==> src/q8bwd_pkg.sv <==
`timescale 1ns / 1ps
// ----------------------------------------------------------------------------
// q8bwd_pkg
// Shared types and constants of the Q8_0 block weight dequantiser.
// ----------------------------------------------------------------------------
package q8bwd_pkg;

  localparam int unsigned MaxWeights  = 4096;
  localparam int unsigned CountW      = $clog2(MaxWeights) + 1;
  localparam int unsigned IndexW      = $clog2(MaxWeights);
  localparam int unsigned BlockBytes  = 34;
  localparam int unsigned PosW        = 6;
  localparam int unsigned RecipShift  = 18;
  localparam int unsigned Recip34     = (1 << RecipShift) / BlockBytes + 1;
  localparam int unsigned BlockSmall  = (MaxWeights / 32) * BlockBytes;
  localparam logic [31:0] CanonNan    = 32'h7FC0_0000;
  localparam logic [31:0] PosInf      = 32'h7F80_0000;

  typedef enum logic [1:0] {
    KindBlock = 2'd0,
    KindRaw   = 2'd1,
    KindNone  = 2'd2
  } kind_e;

  typedef enum logic [7:0] {
    RegTotalBytes  = 8'd0,
    RegWeightLimit = 8'd1
  } reg_idx_e;

endpackage

==> src/q8bwd_scale_mul.sv <==
`timescale 1ns / 1ps
// ----------------------------------------------------------------------------
// q8bwd_scale_mul
// Exact product of a signed byte and an fp16 scale as an IEEE single.
// ----------------------------------------------------------------------------
module q8bwd_scale_mul (
  input  logic [7:0]  q_byte_i,
  input  logic [15:0] scale_i,
  output logic [31:0] word_o
);
  import q8bwd_pkg::*;

  logic        qneg;
  logic [7:0]  qmag;
  logic        sgn;
  logic [4:0]  ex;
  logic [9:0]  man;
  logic [10:0] mant;
  logic [17:0] prod;
  logic [4:0]  lead;
  logic [17:0] norm;
  logic [7:0]  exp_out;

  always_comb begin
    qneg = q_byte_i[7];
    qmag = qneg ? 8'(8'd0 - q_byte_i) : q_byte_i;
    sgn  = qneg ^ scale_i[15];
    ex   = scale_i[14:10];
    man  = scale_i[9:0];
    mant = (ex == 5'd0) ? {1'b0, man} : {1'b1, man};
    prod = 18'(qmag * mant);
    lead = 5'd0;
    for (int i = 0; i < 18; i++) begin
      if (prod[i]) begin
        lead = 5'(i);
      end
    end
    norm = prod << (5'd17 - lead);
    if (ex == 5'd0) begin
      exp_out = 8'(lead) + 8'd103;
    end else begin
      exp_out = 8'(lead) + 8'(ex) + 8'd102;
    end
    if (ex == 5'h1F) begin
      if (man != 10'd0 || qmag == 8'd0) begin
        word_o = CanonNan;
      end else begin
        word_o = {sgn, 31'd0} | PosInf;
      end
    end else if (prod == 18'd0) begin
      word_o = {sgn, 31'd0};
    end else begin
      word_o = {sgn, exp_out, norm[16:0], 6'd0};
    end
  end

endmodule

==> src/q8_block_weight_dequantizer_core.sv <==
`timescale 1ns / 1ps
// ----------------------------------------------------------------------------
// q8_block_weight_dequantizer_core
// Decodes a byte stream of Q8_0 blocks or raw float words into weights.
// ----------------------------------------------------------------------------
// a weight is registered and appears in the cycle after the byte that completes it
// throughput: one byte per cycle, limited only by the output register
// a write of total_bytes is decoded into format and count in that cycle
// reset: total_bytes 0, weight_limit 1024, stream state cleared
module q8_block_weight_dequantizer_core (
  input  logic        clk_i,
  input  logic        rst_ni,
  input  logic        in_valid_i,
  output logic        in_stall_o,
  input  logic [7:0]  data_byte_i,
  output logic        out_valid_o,
  input  logic        out_stall_i,
  output logic [31:0] weight_bits_o,
  output logic [11:0] weight_index_o,
  output logic        is_last_o,
  output logic        format_kind_o,
  input  logic        cfg_valid_i,
  output logic        cfg_ready_o,
  input  logic [7:0]  cfg_index_i,
  input  logic [31:0] cfg_data_i
);
  import q8bwd_pkg::*;

  logic [31:0]       total_bytes_q;
  logic [12:0]       weight_limit_q;
  kind_e             kind_q, kind_d;
  logic [CountW-1:0] ncap_q, ncap_d;
  logic [31:0]       byte_offset_q, byte_offset_d;
  logic [PosW-1:0]   pos_q, pos_d;
  logic [15:0]       scale_q, scale_d;
  logic [23:0]       partial_q, partial_d;
  logic [CountW-1:0] emitted_q, emitted_d;
  logic              out_valid_q, out_valid_d;
  logic [31:0]       weight_bits_q;
  logic [11:0]       weight_index_q;
  logic              is_last_q, format_kind_q;

  logic              in_acc, cfg_wr, active, have, emit;
  logic [CountW-1:0] lim_eff, total_w;
  logic [31:0]       word, block_word;
  logic [PosW-1:0]   p_blk;
  logic [1:0]        p_raw;
  logic [9:0]        s1;
  logic [8:0]        s2, s3;
  logic [5:0]        v17;
  logic [25:0]       kprod;

  assign cfg_ready_o = 1'b1;
  assign cfg_wr      = cfg_valid_i;
  assign in_stall_o  = out_valid_q & out_stall_i;
  assign in_acc      = in_valid_i & ~in_stall_o;

  // format and weight count decoded from the written byte length
  always_comb begin
    s1 = 10'(cfg_data_i[7:0]) + 10'(cfg_data_i[15:8])
       + 10'(cfg_data_i[23:16]) + 10'(cfg_data_i[31:24]);
    s2 = 9'(s1[7:0]) + 9'(s1[9:8]);
    s3 = 9'(s2[7:0]) + 9'(s2[8]);
    v17 = 6'(s3[3:0]) + 6'(s3[8]) - 6'(s3[7:4]);
    kprod = 26'(cfg_data_i[12:0] * 13'(Recip34));
    if (!cfg_data_i[0] && v17 == 6'd0) begin
      kind_d = KindBlock;
      if (cfg_data_i < 32'(BlockSmall)) begin
        ncap_d = CountW'({kprod[RecipShift+6:RecipShift], 5'd0});
      end else begin
        ncap_d = CountW'(MaxWeights);
      end
    end else if (cfg_data_i[1:0] == 2'd0) begin
      kind_d = KindRaw;
      if (cfg_data_i[31:2] >= 30'(MaxWeights)) begin
        ncap_d = CountW'(MaxWeights);
      end else begin
        ncap_d = CountW'(cfg_data_i[31:2]);
      end
    end else begin
      kind_d = KindNone;
      ncap_d = '0;
    end
  end

  q8bwd_scale_mul u_mul (
    .q_byte_i (data_byte_i),
    .scale_i  (scale_q),
    .word_o   (block_word)
  );

  always_comb begin
    lim_eff = (weight_limit_q > 13'(MaxWeights)) ? CountW'(MaxWeights)
                                                 : CountW'(weight_limit_q);
    total_w = (ncap_q < lim_eff) ? ncap_q : lim_eff;
    active  = (byte_offset_q < total_bytes_q) && (kind_q != KindNone);

    byte_offset_d = byte_offset_q;
    pos_d         = pos_q;
    scale_d       = scale_q;
    partial_d     = partial_q;
    emitted_d     = emitted_q;
    have          = 1'b0;
    word          = block_word;
    p_blk         = (pos_q >= PosW'(BlockBytes)) ? '0 : pos_q;
    p_raw         = pos_q[1:0];

    if (active) begin
      byte_offset_d = byte_offset_q + 32'd1;
      if (kind_q == KindBlock) begin
        if (p_blk == PosW'(0)) begin
          scale_d = {scale_q[15:8], data_byte_i};
        end else if (p_blk == PosW'(1)) begin
          scale_d = {data_byte_i, scale_q[7:0]};
        end else begin
          have = 1'b1;
        end
        pos_d = (p_blk == PosW'(BlockBytes - 1)) ? '0 : p_blk + PosW'(1);
      end else begin
        case (p_raw)
          2'd0:    partial_d[7:0]   = data_byte_i;
          2'd1:    partial_d[15:8]  = data_byte_i;
          2'd2:    partial_d[23:16] = data_byte_i;
          default: begin
            word      = {data_byte_i, partial_q};
            partial_d = '0;
            have      = 1'b1;
          end
        endcase
        pos_d = PosW'(2'(p_raw + 2'd1));
      end
    end
    emit = have && (emitted_q < total_w);
    if (emit) begin
      emitted_d = emitted_q + CountW'(1);
    end

    if (in_acc) begin
      out_valid_d = emit;
    end else if (!out_stall_i) begin
      out_valid_d = 1'b0;
    end else begin
      out_valid_d = out_valid_q;
    end
  end

  always_ff @(posedge clk_i or negedge rst_ni) begin
    if (!rst_ni) begin
      total_bytes_q  <= '0;
      weight_limit_q <= 13'd1024;
      kind_q         <= KindBlock;
      ncap_q         <= '0;
      byte_offset_q  <= '0;
      pos_q          <= '0;
      scale_q        <= '0;
      partial_q      <= '0;
      emitted_q      <= '0;
      out_valid_q    <= 1'b0;
    end else begin
      out_valid_q <= out_valid_d;
      if (cfg_wr && cfg_index_i == RegTotalBytes) begin
        total_bytes_q <= cfg_data_i;
        kind_q        <= kind_d;
        ncap_q        <= ncap_d;
        byte_offset_q <= '0;
        pos_q         <= '0;
        scale_q       <= '0;
        partial_q     <= '0;
        emitted_q     <= '0;
      end else if (in_acc) begin
        byte_offset_q <= byte_offset_d;
        pos_q         <= pos_d;
        scale_q       <= scale_d;
        partial_q     <= partial_d;
        emitted_q     <= emitted_d;
      end
      if (cfg_wr && cfg_index_i == RegWeightLimit) begin
        weight_limit_q <= cfg_data_i[12:0];
      end
    end
  end

  always_ff @(posedge clk_i) begin
    if (in_acc && emit) begin
      weight_bits_q  <= word;
      weight_index_q <= emitted_q[IndexW-1:0];
      is_last_q      <= (emitted_q + CountW'(1)) == total_w;
      format_kind_q  <= (kind_q == KindRaw);
    end
  end

  assign out_valid_o    = out_valid_q;
  assign weight_bits_o  = weight_bits_q;
  assign weight_index_o = weight_index_q;
  assign is_last_o      = is_last_q;
  assign format_kind_o  = format_kind_q;

  a_rise_from_item: assert property (@(posedge clk_i) disable iff (!rst_ni)
    $rose(out_valid_q) |-> $past(in_valid_i && !in_stall_o))
    else $error("weight without accepted item");

  a_past_end_idle: assert property (@(posedge clk_i) disable iff (!rst_ni)
    (in_acc && !cfg_wr && byte_offset_q >= total_bytes_q) |=> $stable(emitted_q))
    else $error("count moved past end of tensor");

  a_pos_range: assert property (@(posedge clk_i) disable iff (!rst_ni)
    pos_q < PosW'(BlockBytes))
    else $error("block position out of range");

endmodule

==> config.mk <==
export PLATFORM = sky130hd
export DESIGN_NAME = q8_block_weight_dequantizer_core
export DESIGN_NICKNAME = d
export VERILOG_FILES = /design/src/q8bwd_pkg.sv /design/src/q8bwd_scale_mul.sv /design/src/q8_block_weight_dequantizer_core.sv
export SDC_FILE = /design/constraint.sdc
export NUM_CORES = 1
export LEC_CHECK = 0
export BUFFER_PORTS_ARGS = -buffer_cell sky130_fd_sc_hd__buf_2
export CAP_MARGIN = 10
export CORE_AREA = 2 2 187 189
export DETAILED_ROUTE_END_ITERATION = 8
export DIE_AREA = 0 0 189 191
export GPL_TIMING_DRIVEN = 0
export PLACE_DENSITY = 0.76
export SETUP_SLACK_MARGIN = 0.15
export SYNTH_ARGS = -nofsm -noshare
export SYNTH_HDL_FRONTEND = slang
export SYNTH_SLANG_ARGS = --single-unit
==> constraint.sdc <==
create_clock -name clk_i -period 15.37 [get_ports clk_i]
set_input_delay 0.7685 -clock clk_i [delete_from_list [all_inputs] [get_ports clk_i]]
set_output_delay 0.7685 -clock clk_i [all_outputs]
set_load 0.05 [all_outputs]
==> impl_metrics.csv, run 1 <==
group,metric,value,unit
yosys,seq_area_frac_synth,28.6,%
finish,drive_above_1_share,8.78,%
worst_setup_path,rr_endpoint,"weight_bits_o[30]",
yosys,syn_area_per_cell,9.18,sq um
yosys,ys_warn_count,0,
global_route,gr-total-overflow,0,
yosys,synth_top_area_cell,"dfrtp_1",
route,postRouteWirelength,45.7,mm
sta,finalMaxSlewViolations,0,
yosys,synth_cells,1975,
global_route,antenna_found_initial,2,
yosys,synth-xor-area-share,4.98,%
place,place_congestion,0.926,
yosys,synth_top_area_share,20.8,%
sta,slew_headroom,37.4,%
yosys,ys_seq_elements,198,
finish,diodes,0,
yosys,ys_top_cells_by_area,"dfrtp_1 21%, ha_1 14%, fa_1 13%",
route,postRouteAntennaNets,0,
global_route,first_global_vias,14900,
global_route,grt_max_degree,92,
floorplanning,fp.dieW,189,um
worst_setup_path,arrival,9.91,ns
sta,fin_ws,5.70,ns
finish,regArea,0.00519,sq mm
cts,cts_hold_buf,0,
route,num_vias,14700,
yosys,syn_area,0.0181,sq mm
place,dp_hpwl,35.9,mm
cts,cts_inserted_buffers,17,
place,pre_cts_ws,5.42,ns
cts,cts_tree,"built",
yosys,async_flop_share,76.8,%
floorplanning,die_area,0.0361,sq mm
finish,final_nets,2465,
finish,syn_to_final_growth,9.32,%
floorplanning,pin_count,102,
run_status,outcome,"completed",
cts,clock_latency,0.45,ns
worst_setup_path,crit_top_cell,"inv_1",
cts,clk_pin_slew,0.07,ns
worst_setup_path,startpoint,"data_byte_i[0]",
cts,cts_setup_buffers,0,
sta,hold_slack,0.391,ns
yosys,synth-edff-count,46,
worst_setup_path,crit_slowest_cell,"fa_1",
worst_setup_path,r2r_start,"scale_q[11]",
sta,rsz0062_at_grt,"no",
floorplanning,initial_core_util,53.1,%
worst_setup_path,startpoint_type,"primary input",
worst_setup_path,worstPathMaxFanout,10,
sta,setup_viol,0,
place,dpl_cell_area,0.0192,sq mm
cts,clock-root-buffer,"clkbuf_16",
flow_run,drv_cap,0,
worst_setup_path,slowest_delay,0.56,ns
hold_path,hold_class,"primary input to asynchronous set/reset pin",
cts,cts_sinks,198,
yosys,ys.flop_type,"dfrtp_1",
floorplanning,rows,68,
worst_setup_path,crit_end,"weight_bits_o[30]",
route,vias_per_cell,5.73,
worst_setup_path,crit_required,15.62,ns
finish,multi_input_area,0.0118,sq mm
sta,setup_tns,0,ns
route,drt-wirelength-per-cell,17.9,um
sta,final.period_utilization,62.9,%
sta,max_freq,0.103,GHz
yosys,synth_mux_area_share,2.75,%
global_route,grt_usage,26.3,%
route,drcViolationCount,0,
yosys,synth_top_family_by_area,"adder cells",
yosys,ys_types,90,
cts,h-tree-depth,4,
worst_setup_path,r2r_setup_slack,6.78,ns
route,first_pass_iters,7,
yosys,synth_nets,2346,
cts,cts_resized,0,
place,port_buffers,97,
worst_setup_path,reg2regPathDepth,31,
sta,skew,0.0118,ns
sta,layout_min_cycle_time,9.67,ns
route,drt_iter0_markers,1123,
sta,final-hold-violation-count,0,
worst_setup_path,criticalPathCategory,"primary input to register",
finish,design_area,0.0198,sq mm
worst_setup_path,critPathCaptureType,"register",
finish,nFillCells,3004,
yosys,synth-simple-area-share,17.4,%
yosys,synth_compound_area_share,13.1,%
floorplanning,core_area,0.0341,sq mm
floorplanning,fp.dieH,191,um
yosys,synthAdderAreaFrac,26.9,%
yosys,synth_most_common_cell,"inv_1",
yosys,synth_common_cells,"216 x inv_1, 205 x nand2_1, 198 x ha_1",
sta,worst_pin_slew,0.940,ns
global_route,grt_pass1_wl,75.5,mm
cts,clk_path_buf_depth,2,
## cells in the final DEF, fill, tap and decap left out, types with 8 or more instances in the layout
| cell type | instances |
|---|---|
| nand3_1 | 57 |
| and3_1 | 16 |
| xnor2_1 | 65 |
| o211ai_1 | 10 |
| a21o_1 | 30 |
| fa_1 | 120 |
| clkbuf_16 | 17 |
| clkbuf_1 | 63 |
| or4_1 | 8 |
| inv_1 | 215 |
| dfrtp_1 | 151 |
| mux2_2 | 14 |
| or3_1 | 13 |
| a21oi_1 | 85 |
| mux2i_1 | 28 |
| o21ai_0 | 129 |
| nor4_1 | 19 |
| nand2b_1 | 13 |
| o22ai_1 | 9 |
| nor2b_1 | 34 |
| nand2_1 | 205 |
| buf_2 | 102 |
| o21a_1 | 8 |
| edfxtp_1 | 46 |
| nand4_1 | 23 |
| and2_1 | 48 |
| a211oi_1 | 8 |
| ha_1 | 198 |
| xor2_1 | 38 |
| nor2_1 | 145 |
| nor3_1 | 34 |
## flip-flops by register name (all words and copies together) (netlist names)
name,cells
is_last_o,1
scale_q,16
partial_q,24
byte_offset_q,32
format_kind_o,1
pos_q,6
weight_index_o,12
weight_limit_q,13
ncap_q,13
kind_q,2
emitted_q,13
weight_bits_o,32
out_valid_o,1
total_bytes_q,32
## cell families after synthesis
family	count (synthesis)
and+or+nand+nor	645
AOI/OAI and AO/OA	371
adders and majority gates	318
buffers and inverters	294
DFF	198
xor gates and xnor gates	103
muxes	45
other	1
## worst max-delay path: cells and delay by family
| kind | cells | cell delay, ns |
|---|---|---|
| AOI/OAI and AO/OA | 9 | 2.28 |
| buffers and inverters | 11 | 2.16 |
| adders and majority gates | 8 | 3.27 |
| xor gates and xnor gates | 3 | 0.71 |
| and+or+nand+nor | 6 | 0.69 |
## cell type report
class | instances | area share (%)
Clock inverter | 14 | 0.739
Clock buffer | 18 | 2.17
Multi-Input combinational cell | 1483 | 59.6
Inverter | 217 | 4.11
Tap cell | 455 | 2.87
Buffer | 77 | 1.57
Timing Repair Buffer | 100 | 2.75
Sequential cell | 198 | 26.2
## how the worst min path moves through the flow
stage	slack (ns)	end	cells past startpoint	startpoint
2_1_floorplan	0.44	partial_q[0]	2	partial_q[0]
3_3_place_gp	0.46	partial_q[5]	2	partial_q[5]
3_5_place_dp	0.47	partial_q[14]	2	partial_q[14]
4_1_cts	0.43	ncap_q[2]	1	rst_ni
5_1_grt	0.48	weight_limit_q[4]	1	rst_ni
6_report	0.39	weight_limit_q[4]	1	rst_ni
## per-layer routing
layer | vias to the layer above | wire, um | GRT usage [%]
li1 | 6984 | - | -
met1 | 7140 | 18700 | 32.9
met2 | 478 | 23000 | 46.6
met3 | 84 | 2590 | 3.12
met4 | 4 | 1380 | 9.86
met5 | - | 18 | 0
## stage by stage
step,utilization (%),std cells
floorplan,-,1975
global placement,56.2,2527
detailed placement,56.4,2530
CTS,58.1,2562
global route,58.1,2562
finish,58.1,2562
Power of run 1 is not shown: default switching activity piles up to over one toggle a cycle in this logic, so the estimate is an artifact.
==> run 2: changes to the inputs <==
clock period = 9.5 ns   (was 15.37 ns; I/O delays follow)
==> impl_metrics.csv, run 2 (same netlist as run 1, synthesis figures left out) <==
group,metric,value,unit
cts,clk_path_buf_depth,2,
cts,cts_tree,"built",
worst_setup_path,startpoint_type,"primary input",
worst_setup_path,arrival,9.05,ns
flow_run,drv_cap,0,
route,postRouteAntennaNets,0,
global_route,gr-total-overflow,0,
worst_setup_path,crit_top_cell,"fa_1",
floorplanning,initial_core_util,53.1,%
finish,most-common-layout-cells,"215 x inv_1, 205 x nand2_1, 198 x ha_1, 151 x dfrtp_1, 145 x nor2_1",
route,num_vias,14700,
finish,diodes,0,
place,dpl_cell_area,0.0192,sq mm
floorplanning,die_area,0.0361,sq mm
finish,post-route-util,58.1,%
worst_setup_path,worstPathMaxFanout,10,
worst_setup_path,crit_required,9.75,ns
run_status,violations,"DRC",
worst_setup_path,r2r_start,"scale_q[11]",
finish,drive_above_1_share,9.16,%
global_route,grt_pass1_wl,75.5,mm
place,dp_hpwl,35.9,mm
route,postRouteWirelength,45.9,mm
route,drt-wirelength-per-cell,17.9,um
cts,clk_pin_slew,0.07,ns
sta,max_freq,0.114,GHz
sta,fin_ws,0.692,ns
finish,final_nets,2465,
route,first_pass_iters,9,
worst_setup_path,criticalPathCategory,"primary input to register",
floorplanning,core_area,0.0341,sq mm
worst_setup_path,rr_endpoint,"weight_bits_o[30]",
sta,setup_viol,0,
place,port_buffers,97,
sta,hold_slack,0.100,ns
worst_setup_path,reg2regPathDepth,31,
worst_setup_path,critPathCaptureType,"register",
hold_path,hold_class,"primary input to asynchronous set/reset pin",
global_route,grt_usage,26.3,%
cts,clock_latency,0.45,ns
finish,syn_to_final_growth,9.43,%
sta,finalMaxSlewViolations,0,
cts,cts_inserted_buffers,17,
finish,final_common_cell,"inv_1",
route,drt_iter0_markers,1093,
place,pre_cts_ws,-0.158,ns
cts,clock-root-buffer,"clkbuf_16",
cts,cts_sinks,198,
floorplanning,rows,68,
sta,rsz0062_at_grt,"no",
place,place_congestion,0.926,
floorplanning,fp.dieW,189,um
worst_setup_path,crit_slowest_cell,"fa_1",
global_route,grt_max_degree,92,
sta,slew_headroom,37.6,%
sta,final.period_utilization,92.7,%
worst_setup_path,r2r_setup_slack,1.04,ns
sta,final-hold-violation-count,0,
route,drcViolationCount,1,
cts,cts_setup_buffers,0,
finish,design_area,0.0198,sq mm
sta,layout_min_cycle_time,8.81,ns
worst_setup_path,slowest_delay,0.55,ns
floorplanning,fp.dieH,191,um
sta,skew,0.0120,ns
route,vias_per_cell,5.73,
global_route,antenna_found_initial,1,
run_status,outcome,"finished, violations left",
cts,h-tree-depth,4,
sta,worst_pin_slew,0.936,ns
global_route,first_global_vias,14900,
floorplanning,pin_count,102,
run 2: cell count changes in the layout (fill, tap and decap cells not counted):
cell,before,now
buf_2,102,103
nor3_1,34,33
nor3_2,0,1
clkbuf_1,63,57
xor2_1,38,37
clkbuf_2,1,6
xor2_2,0,1
run 2: final cells by class:
type,instances,area (sq um)
timing repair buffer,100,544
tap,455,569
multi-input combinational,1483,11800
inverter,217,815
sequential,198,5190
clock inverter,14,146
buffer,77,319
clock buffer,18,429
fill,3003,14300
run 2: how the worst max path moves through the flow:
| stage | startpoint | to | slack, ns | cells after the start |
|---|---|---|---|---|
| global route | data_byte_i[0] | weight_bits_o[30] | 0.16 | 37 |
| finish | data_byte_i[0] | weight_bits_o[30] | 0.69 | 34 |
| CTS | data_byte_i[0] | weight_bits_o[28] | 0.28 | 38 |
| detailed placement | data_byte_i[0] | weight_bits_o[28] | -0.16 | 38 |
| global placement | data_byte_i[0] | weight_bits_o[28] | -0.07 | 38 |
| floorplan | data_byte_i[0] | weight_bits_o[28] | 1.32 | 38 |
run 2: what timing repair did:
| action | CTS | global route |
|---|---|---|
| hold buffers | 0 | 0 |
| gates resized for setup | 0 | 15 |
| setup endpoints to repair | 0 | 8 |
run 2: through the flow:
step           setup TNS [ns]  cells
2_1_floorplan               0   1975
3_3_place_gp           -0.103   2527
3_5_place_dp           -0.491   2530
4_1_cts                     0   2562
5_1_grt                     0   2562
6_report                    0   2562
run 2: worst max-delay path: cells and delay by family:
kind	cells	cell delay (ns)
xor gates and xnor gates	3	0.73
adders and majority gates	8	3.35
and+or+nand+nor	7	0.88
buffers and inverters	8	1.38
AOI/OAI and AO/OA	8	2.21
run 2: per-layer routing:
metal  vias to the layer above  part of all wire (%)  GRT usage (%)
met5                         -                 0.028              0
met4                         2                   3.0           9.86
met3                        84                   5.4           3.12
met2                       470                    50           46.6
met1                      7152                    41           32.9
li1                       6977                     -              -
Power of run 2 is left out for the same reason.
==> run 3: changes to the inputs <==
ABC_CLOCK_PERIOD_IN_PS = 9500   (was default)
CORE_AREA = 2 2 173 175   (was 2 2 187 189)
DIE_AREA = 0 0 175 177   (was 0 0 189 191)
PLACE_DENSITY = 0.86   (was 0.76)
==> impl_metrics.csv, run 3 (same netlist as run 1, synthesis figures left out) <==
group,metric,value,unit
run_status,outcome,"completed",
global_route,grt_pass1_wl,76.4,mm
sta,final.period_utilization,94.3,%
sta,slew_headroom,41.1,%
worst_setup_path,crit_top_cell,"inv_1",
place,dp_hpwl,36.2,mm
cts,clock_latency,0.45,ns
floorplanning,fp.dieW,175,um
finish,syn_to_final_growth,9.22,%
finish,final_common_cell,"inv_1",
route,drt-wirelength-per-cell,18.7,um
flow_run,drv_cap,0,
worst_setup_path,startpoint,"data_byte_i[0]",
worst_setup_path,critPathCaptureType,"register",
route,num_vias,15100,
worst_setup_path,criticalPathCategory,"primary input to register",
route,postRouteAntennaNets,0,
finish,diodes,0,
cts,clock-root-buffer,"clkbuf_16",
global_route,top_usage_layer,"met2",
global_route,antenna_found_initial,0,
sta,setup_viol,0,
place,place_congestion,0.951,
hold_path,hold_class,"primary input to asynchronous set/reset pin",
floorplanning,initial_core_util,62.0,%
finish,most-common-layout-cells,"215 x inv_1, 205 x nand2_1, 198 x ha_1, 151 x dfrtp_1, 145 x nor2_1",
place,port_buffers,97,
worst_setup_path,slowest_delay,0.57,ns
global_route,use_met3,3.99,%
cts,cts_sinks,198,
route,drcViolationCount,0,
floorplanning,core_area,0.0292,sq mm
route,drt_iter0_markers,1410,
route,vias_per_cell,6.05,
cts,cts_tree,"built",
worst_setup_path,startpoint_type,"primary input",
cts,clk_path_buf_depth,2,
worst_setup_path,rr_endpoint,"weight_bits_o[28]",
route,postRouteWirelength,46.7,mm
sta,final-hold-violation-count,0,
worst_setup_path,reg2regPathDepth,32,
route,first_pass_iters,6,
global_route,first_global_vias,15600,
cts,h-tree-depth,4,
global_route,grt_max_degree,83,
finish,post-route-util,67.7,%
cts,cts_inserted_buffers,17,
floorplanning,fp.dieH,177,um
finish,final_nets,2465,
sta,finalMaxSlewViolations,0,
sta,layout_min_cycle_time,8.95,ns
sta,max_freq,0.112,GHz
worst_setup_path,r2r_start,"scale_q[11]",
global_route,use_met1,37.5,%
global_route,grtUsageMet2,55.6,%
worst_setup_path,crit_required,9.76,ns
floorplanning,die_area,0.0310,sq mm
floorplanning,rows,63,
floorplanning,pin_count,102,
worst_setup_path,r2r_setup_slack,0.99,ns
sta,skew,0.0145,ns
cts,clk_pin_slew,0.08,ns
sta,worst_pin_slew,0.884,ns
worst_setup_path,worstPathMaxFanout,10,
finish,drive_above_1_share,8.97,%
global_route,gr-total-overflow,0,
worst_setup_path,arrival,9.21,ns
global_route,grt_usage,31.2,%
sta,rsz0062_at_grt,"no",
worst_setup_path,crit_slowest_cell,"clkbuf_1",
[run 3: changes by cell type in the layout (fill, tap and decap cells not counted), sizes merged]
cell,change
clkinv,-4
bufinv,+1
buf,-1
clkbuf,+2
inv,+2
[run 3: how the worst max path moves through the flow]
| stage | end | slack, ns | depth (start not counted) |
|---|---|---|---|
| after detailed placement | weight_bits_o[28] | -0.17 | 38 |
| after global routing | weight_bits_o[28] | 0.20 | 36 |
| after CTS | weight_bits_o[28] | 0.29 | 38 |
| final | weight_bits_o[28] | 0.55 | 37 |
| after global placement | weight_bits_o[28] | -0.06 | 38 |
| after floorplan | weight_bits_o[28] | 1.32 | 38 |
[run 3: layout make-up]
type / count / area [sq um]
Multi-Input combinational cell: 1483 / 11800
Timing Repair Buffer: 100 / 543
Buffer: 77 / 315
Fill cell: 2253 / 9450
Sequential cell: 198 / 5190
Tap cell: 390 / 488
Inverter: 217 / 815
Clock inverter: 13 / 181
Clock buffer: 19 / 443
[run 3: repair_timing]
item,in CTS,in global routing
hold buffers,0,0
resized for setup,0,8
setup buffers,0,0
setup endpoints to repair,0,7
[run 3: through the flow]
| stage | hold WS (ns) | setup slack (ns) | cell area, sq um | std cells | setup TNS, ns |
|---|---|---|---|---|---|
| after floorplan | 0.179 | 1.32 | 18100 | 1975 | 0 |
| after global placement | 0.463 | -0.0603 | 19100 | 2462 | -0.0832 |
| after detailed placement | 0.471 | -0.167 | 19200 | 2465 | -0.463 |
| after CTS | 0.0433 | 0.293 | 19800 | 2497 | 0 |
| after global routing | 0.0785 | 0.199 | 19800 | 2497 | 0 |
| final | 0.00895 | 0.546 | 19800 | 2497 | 0 |
[run 3: per-layer routing]
layer	wire, um	vias up
met4	2170	0
li1	-	6994
met1	18300	7382
met3	2600	162
met2	23600	578
met5	0	-
[run 3: worst max-delay path, delay by kind of cell]
family                   cells  cell delay [ns]
adder cells (fa/ha/maj)      8             3.20
XOR/XNOR                     4             0.79
buffers and inverters       11             1.89
AO/OA/AOI/OAI                9             2.17
AND/OR/NAND/NOR              5             0.69
Power of run 3 is left out for the same reason.
